<file path="config.mk">
export PLATFORM = sky130hd
export DESIGN_NAME = rpk_front
export DESIGN_NICKNAME = d
export VERILOG_FILES = /design/src/rtl/rpk_pkg.sv /design/src/rtl/rpk_front.sv
export SDC_FILE = /design/constraint.sdc
export NUM_CORES = 1
export LEC_CHECK = 0
export BUFFER_PORTS_ARGS = -buffer_cell sky130_fd_sc_hd__buf_4
export CAP_MARGIN = 20
export CORE_MARGIN = 4
export CORE_UTILIZATION = 60
export DETAILED_ROUTE_END_ITERATION = 8
export PLACE_DENSITY = 0.85
export SYNTH_ARGS = -nofsm -noshare
export SYNTH_HDL_FRONTEND = slang
export SYNTH_SLANG_ARGS = --single-unit
</file>
<file path="constraint.sdc">
create_clock -name clk_i -period 3.4 [get_ports clk_i]
set_clock_uncertainty 0.1 [all_clocks]
set_input_delay 0.68 -clock clk_i [delete_from_list [all_inputs] [get_ports clk_i]]
set_output_delay 0.68 -clock clk_i [all_outputs]
set_load 0.05 [all_outputs]
</file>
<file path="src/rtl/rpk_pkg.sv">
// ----------------------------------------------------------------------------
// rpk_pkg
// Shared types for the rectilinear polygon kernel test: port payloads,
// the bound selector and the task record passed from front to back.
// ----------------------------------------------------------------------------
`default_nettype none

package rpk_pkg;

  // windows examined for one vertex: one regular plus three for ring closure
  localparam int NumWin = 4;

  // one vertex on the input side
  typedef struct packed {
    logic signed [15:0] vert_x;
    logic signed [15:0] vert_y;
    logic               last_vertex;
  } rpk_vert_t;

  // one result on the output side
  typedef struct packed {
    logic kernel_exists;
    logic too_few;
  } rpk_result_t;

  // which bound a dent edge tightens
  typedef enum logic [1:0] {
    BND_LOW_X,
    BND_HIGH_X,
    BND_LOW_Y,
    BND_HIGH_Y
  } rpk_bound_e;

  // classification of one window
  typedef struct packed {
    logic       dent;
    rpk_bound_e kind;
  } rpk_win_t;

  // control part of one task in the front-to-back queue
  typedef struct packed {
    rpk_win_t [NumWin-1:0] win;
    logic                  last;
    logic                  too_few;
  } rpk_task_t;

endpackage

`default_nettype wire

</file>
<file path="src/rtl/rpk_front.sv">
// ----------------------------------------------------------------------------
// rpk_front
// Vertex intake: keeps the first and most recent three vertices, classifies
// the window ending at each new vertex and, on the last vertex, the three
// ring closure windows.
// ----------------------------------------------------------------------------
`default_nettype none

module rpk_front import rpk_pkg::*; #(
  parameter int COORD_BITS = 16
) (
  input  wire logic                       clk_i,
  input  wire logic                       rst_ni,
  input  wire logic                       push_i,
  input  wire rpk_vert_t                  vert_i,
  input  wire logic                       full_i,
  output logic                            task_push_o,
  output rpk_task_t                       task_o,
  output logic [NumWin*COORD_BITS-1:0]    vals_o
);

  localparam int CB   = COORD_BITS;
  localparam int VW   = 2 * CB;
  localparam int ExtW = (CB > 16) ? CB : 16;

  logic [VW-1:0] first_q  [3];
  logic [VW-1:0] recent_q [3];
  logic [2:0]    cnt_q, cnt_d;

  logic            fire;
  logic [ExtW-1:0] xe, ye;
  logic [VW-1:0]   v;
  logic            have3;
  logic            closing;
  rpk_task_t       tsk;
  logic            any_dent;

  // window classification of middle edge b-c
  function automatic rpk_win_t win_class(input logic [VW-1:0] a, input logic [VW-1:0] b,
                                         input logic [VW-1:0] c, input logic [VW-1:0] d);
    logic signed [CB-1:0] ax, ay, bx, by, cx, cy, dx, dy;
    rpk_win_t r;
    ax = $signed(a[VW-1:CB]);
    ay = $signed(a[CB-1:0]);
    bx = $signed(b[VW-1:CB]);
    by = $signed(b[CB-1:0]);
    cx = $signed(c[VW-1:CB]);
    cy = $signed(c[CB-1:0]);
    dx = $signed(d[VW-1:CB]);
    dy = $signed(d[CB-1:0]);
    if (bx == cx) begin
      r.dent = ((ax < bx) != (cx < dx));
      r.kind = (by < cy) ? BND_HIGH_X : BND_LOW_X;
    end else begin
      r.dent = ((ay < by) != (cy < dy));
      r.kind = (bx < cx) ? BND_LOW_Y : BND_HIGH_Y;
    end
    return r;
  endfunction

  // coordinate that a dent edge b-c contributes
  function automatic logic [CB-1:0] win_val(input logic [VW-1:0] b, input logic [VW-1:0] c);
    return (b[VW-1:CB] == c[VW-1:CB]) ? b[VW-1:CB] : b[CB-1:0];
  endfunction

  assign fire = push_i && !full_i;

  // coordinates as two's complement of the configured width
  assign xe = ExtW'($unsigned(vert_i.vert_x));
  assign ye = ExtW'($unsigned(vert_i.vert_y));
  assign v  = {xe[CB-1:0], ye[CB-1:0]};

  assign have3   = (cnt_q >= 3'd3);
  assign closing = vert_i.last_vertex && have3;

  // classify the regular window and the closure windows
  always_comb begin
    tsk = '0;
    tsk.win[0]  = win_class(recent_q[0], recent_q[1], recent_q[2], v);
    tsk.win[1]  = win_class(recent_q[1], recent_q[2], v, first_q[0]);
    tsk.win[2]  = win_class(recent_q[2], v, first_q[0], first_q[1]);
    tsk.win[3]  = win_class(v, first_q[0], first_q[1], first_q[2]);
    tsk.win[0].dent = tsk.win[0].dent && have3;
    tsk.win[1].dent = tsk.win[1].dent && closing;
    tsk.win[2].dent = tsk.win[2].dent && closing;
    tsk.win[3].dent = tsk.win[3].dent && closing;
    tsk.last    = vert_i.last_vertex;
    tsk.too_few = vert_i.last_vertex && !have3;
  end

  assign any_dent = tsk.win[0].dent || tsk.win[1].dent || tsk.win[2].dent ||
                    tsk.win[3].dent;

  assign task_o      = tsk;
  assign vals_o      = {win_val(first_q[0], first_q[1]), win_val(v, first_q[0]),
                        win_val(recent_q[2], v), win_val(recent_q[1], recent_q[2])};
  assign task_push_o = push_i && (any_dent || vert_i.last_vertex);

  // vertex count, saturating, cleared after a last vertex
  always_comb begin
    cnt_d = cnt_q;
    if (fire) begin
      if (vert_i.last_vertex) begin
        cnt_d = '0;
      end else if (cnt_q != 3'd7) begin
        cnt_d = cnt_q + 3'd1;
      end
    end
  end

  always_ff @(posedge clk_i or negedge rst_ni) begin
    if (!rst_ni) begin
      cnt_q <= '0;
    end else begin
      cnt_q <= cnt_d;
    end
  end

  // vertex buffers, only read once written
  always_ff @(posedge clk_i) begin
    if (fire) begin
      recent_q[0] <= recent_q[1];
      recent_q[1] <= recent_q[2];
      recent_q[2] <= v;
      if (!have3) begin
        first_q[cnt_q[1:0]] <= v;
      end
    end
  end

endmodule

`default_nettype wire

</file>
==> results of run 1 <==
## cells in the mapped netlist (12+ instances only)
library cell	n	share of area (%)
ha_1	190	20
nor2_1	39	1.3
edfxtp_1	192	49
nand4_1	24	1.3
nand2_1	93	3.0
nand3_1	14	0.60
o21ai_0	103	4.4
clkbuf_1	12	0.39
nor3_1	12	0.52
a21o_1	22	1.4
inv_1	203	6.5
a21oi_1	38	1.6
## registers in the layout, summed over array words and instances (netlist names)
| name | cells |
|---|---|
| first_q | 96 |
| recent_q | 96 |
| cnt_q | 3 |
## per-layer routing
layer	share of wire [%]	routed length (um)
met5	0	0
met4	7.0	2820
met3	9.3	3750
met2	49	19900
met1	34	13900
## where the power goes
part | internal (W) | total (W) | switching [W]
logic | 0.000616 | 0.00155 | 0.000936
registers | 0.00278 | 0.00287 | 0.0000922
clock network | 0.00108 | 0.00204 | 0.000955
total | 0.00448 | 0.00646 | 0.00198
## timing repair
item,CTS,global route
setup buffers,30,15
endpoints found under the hold margin,3,0
gates resized for setup,220,94
hold buffers,1,0
pin swaps,38,30
endpoints found under the setup margin,70,71
cloned,9,0
## worst max-delay path, cell delays in order (launching register included)
cell and delay (ns):
dfrtp_1 0.47, inv_1 0.12, o21ai_0 0.98, nand2_1 0.41
nor3b_1 0.39, mux2i_2 0.16, nand3_4 0.12, buf_8 0.16
## logic make-up after synthesis
kind of cell / synth area share, %
xor gates and xnor gates: 0.301
adders and majority gates: 20.4
and+or+nand+nor: 9.52
muxes: 0.708
AOI/OAI and AO/OA: 11.8
buffers and inverters: 7.13
DFF: 50.1
## area by class of cell
type / instances / area (um^2)
multi-input combinational: 657 / 6070
tap: 260 / 325
inverter: 204 / 777
fill: 827 / 2630
clock inverter: 12 / 133
clock buffer: 20 / 437
timing repair buffer: 264 / 2670
sequential: 195 / 5840
## worst paths after layout
| check | from | endpoint | slack [ns] |
|---|---|---|---|
| worst max-delay path | cnt_q[0] | task_o[7] | -0.64 |
| worst min-delay path | vert_i[25] | recent_q[0][88] | 0.37 |
| worst max register to register | cnt_q[0] | first_q[2][30] | 0.76 |
| worst min register to register | recent_q[0][71] | recent_q[0][39] | 0.39 |
| max in group asynchronous | rst_ni | cnt_q[0] | 2.65 |
| min in group asynchronous | rst_ni | cnt_q[1] | 0.46 |
## through the flow
stage	area (um^2)	cells	total power [W]	hold slack, ns
detailed placement	13800	1531	0.00412	0.370
global placement	13800	1531	0.00406	0.367
floorplan	11900	1071	0.00361	0.284
finish	16300	1612	0.00646	0.370
CTS	15800	1600	0.00620	0.363
global route	16300	1612	0.00663	0.365
==> metrics.md, run 1 <==
| Metric | Value |
|---|---|
| Status | `finished, violations left` |
| Failing checks | `negative setup slack` |
| PwrDens | `397 nW/um^2` |
| # DRC | `0` |
| Slew @ Worst Pin | `~1.3 ns` |
| Final setup viols | `60` |
| Layout cells sized above 1 | `33.6%` |
| H-tree lvl count | `4` |
| Initial Util | `approximately three fifths` |
| Hold violation count in the final report | `0` |
| Fmax | `247 MHz` |
| Post-synth cell types | `57` |
| Vias in the first global route | `10,400` |
| First-pass GRT wire length | `55,200 um` |
| Fin. max-slew vios | `0` |
| #FFs+latches synth | `195` |
| Root buffer cell | `clkbuf_16` |
| Gr busiest metal | `met2` |
| Total CTS buffers | `17` |
| Pre-CTS WS | `-0.460 ns` |
| Post-route setup TNS | `-20.03 ns` |
| Slew margin rel. | `15.5%` |
| Post-synthesis sequential area ratio | `50.1%` |
| Port bufs | `115` |
| Antenna violations before repair | `0` |
| EDFF count, synth | `about 190` |
| Worst skew pair latency | `0.44 ns` |
| Die width | `between 100 and 150 um` |
| Final setup margin | `-0.643 ns` |
| Num rows | `50` |
| GPL Wtd Cong | `0.866` |
| Wire per inst | `25.1 um` |
| Worst Path Max Fanout | `6` |
| GR Util met3 | `between 5 and 6%` |
| Die Area | `~22,000 um^2` |
| Routed WL | `40,400 um` |
| Initial DRT Pass Iterations | `5` |
| Fin crit period | `4.04 ns` |
| Synth Warn # | `0` |
| Leakage power total | `7.33 nW` |
| Vias | `10,300` |
| Initial DRC Count | `1,154` |
| Die height | `147 um` |
| Commonest non-fill, non-tap cell in the layout | `inv_1` |
| Post-layout util | `86.1%` |
| Reg2reg path depth | `6` |
| Netlist Area Pre-Place | `approximately 12,000 um^2` |
| Primary FF master, synth | `edfxtp_1` |
| Async SR Flop Fraction | `between 1.5 and 2%` |
| Worst Setup End Kind | `output pin` |
| Met2 Track Usage GR | `57.4%` |
| Post-synthesis net count | `1,298` |
| CTS tree | `done` |
| Met1 usage | `38.9%` |
| Nets | `1,566` |
| WHS Path Cells | `1` |
| Hold crit path type | `input port to flop` |
| Setup repair after global routing missed its margin | `yes` |
| # Max-Cap Violations | `0` |
| Critical path startpoint category | `flop` |
| Routed vias/inst | `6.40` |
| Most frequent cells in the layout | `inv_1 (196), edfxtp_1 (192), ha_1 (178)` |
| WP data arrival | `3.26 ns` |
| Clk sinks | `195` |
| Area delta synth->final | `39.5%` |
| GRT Residual Overflow | `0` |
| WS Path Type | `flop to output pin` |
| Core area | `about 19,000 um^2` |
| Reg clk slew, reported paths | `about 0.080 ns` |
| Tcrit/Tclk final | `119%` |
| Required @ worst endpoint | `2.62 ns` |
| Largest net degree at the start of global routing | `87` |
| Post-Syn Area per Cell | `10.9 um^2` |
| Maximum ir drop on the vdd rail | `0.408 mV` |
| Clock buffer depth | `2` |
| Total GRT Usage | `32.8%` |
| Cell count after synthesis | `1,071` |
| Final HPWL DP | `23,400 um` |
| Num ports | `116` |
| Routed Antenna Nets | `0` |
| ANT cells | `0` |
No activity file was read; power rests on OpenSTA's default activity.
==> inputs of run 2 (changes only) <==
--- a/config.mk
+++ b/config.mk
@@ -8,9 +8,9 @@
 export BUFFER_PORTS_ARGS = -buffer_cell sky130_fd_sc_hd__buf_4
 export CAP_MARGIN = 20
 export CORE_MARGIN = 4
-export CORE_UTILIZATION = 60
+export CORE_UTILIZATION = 38
 export DETAILED_ROUTE_END_ITERATION = 8
-export PLACE_DENSITY = 0.85
+export PLACE_DENSITY = 0.59
 export SYNTH_ARGS = -nofsm -noshare
 export SYNTH_HDL_FRONTEND = slang
 export SYNTH_SLANG_ARGS = --single-unit
==> run 2 against run 1 <==
The flow still finishes with violations (negative setup slack). Clock power shrank 2%. Combinational power shrank 5%. Sequential power is essentially flat. Maximum frequency grew 5.0%. Wire length shrank 15%. Setup slack gained 0.19 ns. Register-to-register slack gained 0.18 ns.
==> metrics.md, run 2 (synthesis results as in run 1) <==
| Metric | Value |
|---|---|
| Status | `finished, violations left` |
| Failing checks | `negative setup slack` |
| Hold violation count in the final report | `0` |
| Placed instance area | `14,200 um^2` |
| Root buffer cell | `clkbuf_16` |
| Port bufs | `115` |
| Clk sinks | `195` |
| ANT cells | `0` |
| Total CTS buffers | `17` |
| Wire per inst | `just under 20 um` |
| Final setup margin | `-0.449 ns` |
| Maximum ir drop on the vdd rail | `0.248 mV` |
| Clock buffer depth | `2` |
| Vias in the first global route | `approximately 9,400` |
| Routed WL | `34,200 um` |
| Worst Setup End Kind | `output pin` |
| Routed Antenna Nets | `0` |
| Critical path buffers and inverters | `2` |
| Most frequent cells in the layout | `edfxtp_1 (192), inv_1 (191), buf_4 (186)` |
| GPL Wtd Cong | `between 0.8 and 0.9` |
| Slowest Stage Delay on Critical Path | `0.54 ns` |
| Critical path startpoint category | `flop` |
| CP Depth | `10` |
| Worst Path Max Fanout | `3` |
| Largest net degree at the start of global routing | `slightly above 100` |
| Hold crit path type | `input port to flop` |
| Tcrit/Tclk final | `113%` |
| Final instance area | `roughly 17,000 um^2` |
| Routed vias/inst | `5.11` |
| Die height | `between 150 and 200 um` |
| Fin. max-slew vios | `0` |
| Slew margin rel. | `61.1%` |
| Commonest non-fill, non-tap cell in the layout | `edfxtp_1` |
| GRT Residual Overflow | `0` |
| WHS | `0.365 ns` |
| Num rows | `between 60 and 70` |
| Layout cells sized above 1 | `a little over a third` |
| Reg clk slew, reported paths | `0.08 ns` |
| WP data arrival | `between 3 and 4 ns` |
| Initial Util | `38.9%` |
| CTS tree | `done` |
| # DRC | `0` |
| Worst skew pair latency | `about 0.44 ns` |
| Die width | `183 um` |
| Reg2reg path depth | `6` |
| Num ports | `116` |
| Cells along the critical path | `ha_4, nand4_1, or4_4, a21o_1, a31oi_4, inv_2, xnor2_1, nor2_1, a211oi_4, buf_6` |
| Pwr Total | `0.00632 W` |
| Slew @ Worst Pin | `0.583 ns` |
| Initial DRC Count | `630` |
| # Max-Cap Violations | `0` |
| PwrDens | `376 nW/um^2` |
| FILL cells | `around 2,500` |
| Reg2reg setup slack | `0.94 ns` |
| Delay-heaviest family, CP | `simple AND/OR/NAND/NOR gates` |
| Fmax | `260 MHz` |
| Fin crit period | `3.85 ns` |
| Setup repair after global routing missed its margin | `yes` |
| WS Path Type | `flop to output pin` |
| Total GRT Usage | `20.0%` |
| Antenna violations before repair | `0` |
| Vias | `slightly above 9,000` |
| H-tree lvl count | `4` |
| Nets | `1,597` |
| First-pass GRT wire length | `51,200 um` |
| Crit-path slowest cell | `or4_4` |
| Final setup viols | `58` |
| WHS Path Cells | `1` |
| Final HPWL DP | `24,500 um` |
| Area delta synth->final | `44.3%` |
| Die Area | `33,500 um^2` |
| Leakage power total | `7.65 nW` |
| Initial DRT Pass Iterations | `5` |
| Required @ worst endpoint | `2.62 ns` |
| Core area | `30,000 um^2` |
run 2: what timing repair did:
action                                  CTS  global route
buffers inserted                         33            21
hold buffers                              1             0
endpoints found under the setup margin   72            76
cloned                                    9             0
endpoints found under the hold margin     3             0
resized for setup                       259           115
pin swaps                                49            36
run 2: per-layer routing:
layer	vias to the layer above	wire length (um)	track usage [%]
met2	194	16700	34.2
met3	38	1430	3.47
met4	0	643	5.30
li1	4440	-	-
met5	-	0	0
met1	4386	15400	26.3
run 2: path summary, 6_finish.rpt:
path                                   end            start
hold reg to reg            recent_q[0][45]  recent_q[0][77]
max in group asynchronous         cnt_q[0]           rst_ni
setup / recovery                task_o[10]  recent_q[0][91]
setup reg to reg             first_q[0][3]         cnt_q[0]
min in group asynchronous         cnt_q[1]           rst_ni
hold / removal               first_q[0][6]        vert_i[7]
run 2: area by class of cell:
class	count	area, um^2	area share (%)
multi-input combinational	657	6260	37.2
sequential	195	5840	34.7
timing repair buffer	295	2890	17.2
inverter	204	772	4.59
tap	390	488	2.90
clock buffer	17	425	2.53
clock inverter	15	141	0.841
run 2: metrics by stage:
stage                     util (%)  setup slack [ns]  TNS [ns]  instances
after CTS                     54.5            -0.436    -10.82       1761
after detailed placement      47.5            -0.423    -10.77       1687
after global routing          56.1            -0.572    -18.57       1773
after global placement        47.5            -0.405     -9.39       1687
after floorplan                  -            -0.198    -10.19       1071
final                         56.1            -0.449    -12.67       1773
run 2: power by group:
group / total [W] / internal, W / leakage, nW / switching, W
clock network: 0.00199 / 0.000977 / 0.279 / 0.00101
logic: 0.00148 / 0.000620 / 5.56 / 0.000862
registers: 0.00285 / 0.00278 / 1.81 / 0.0000765
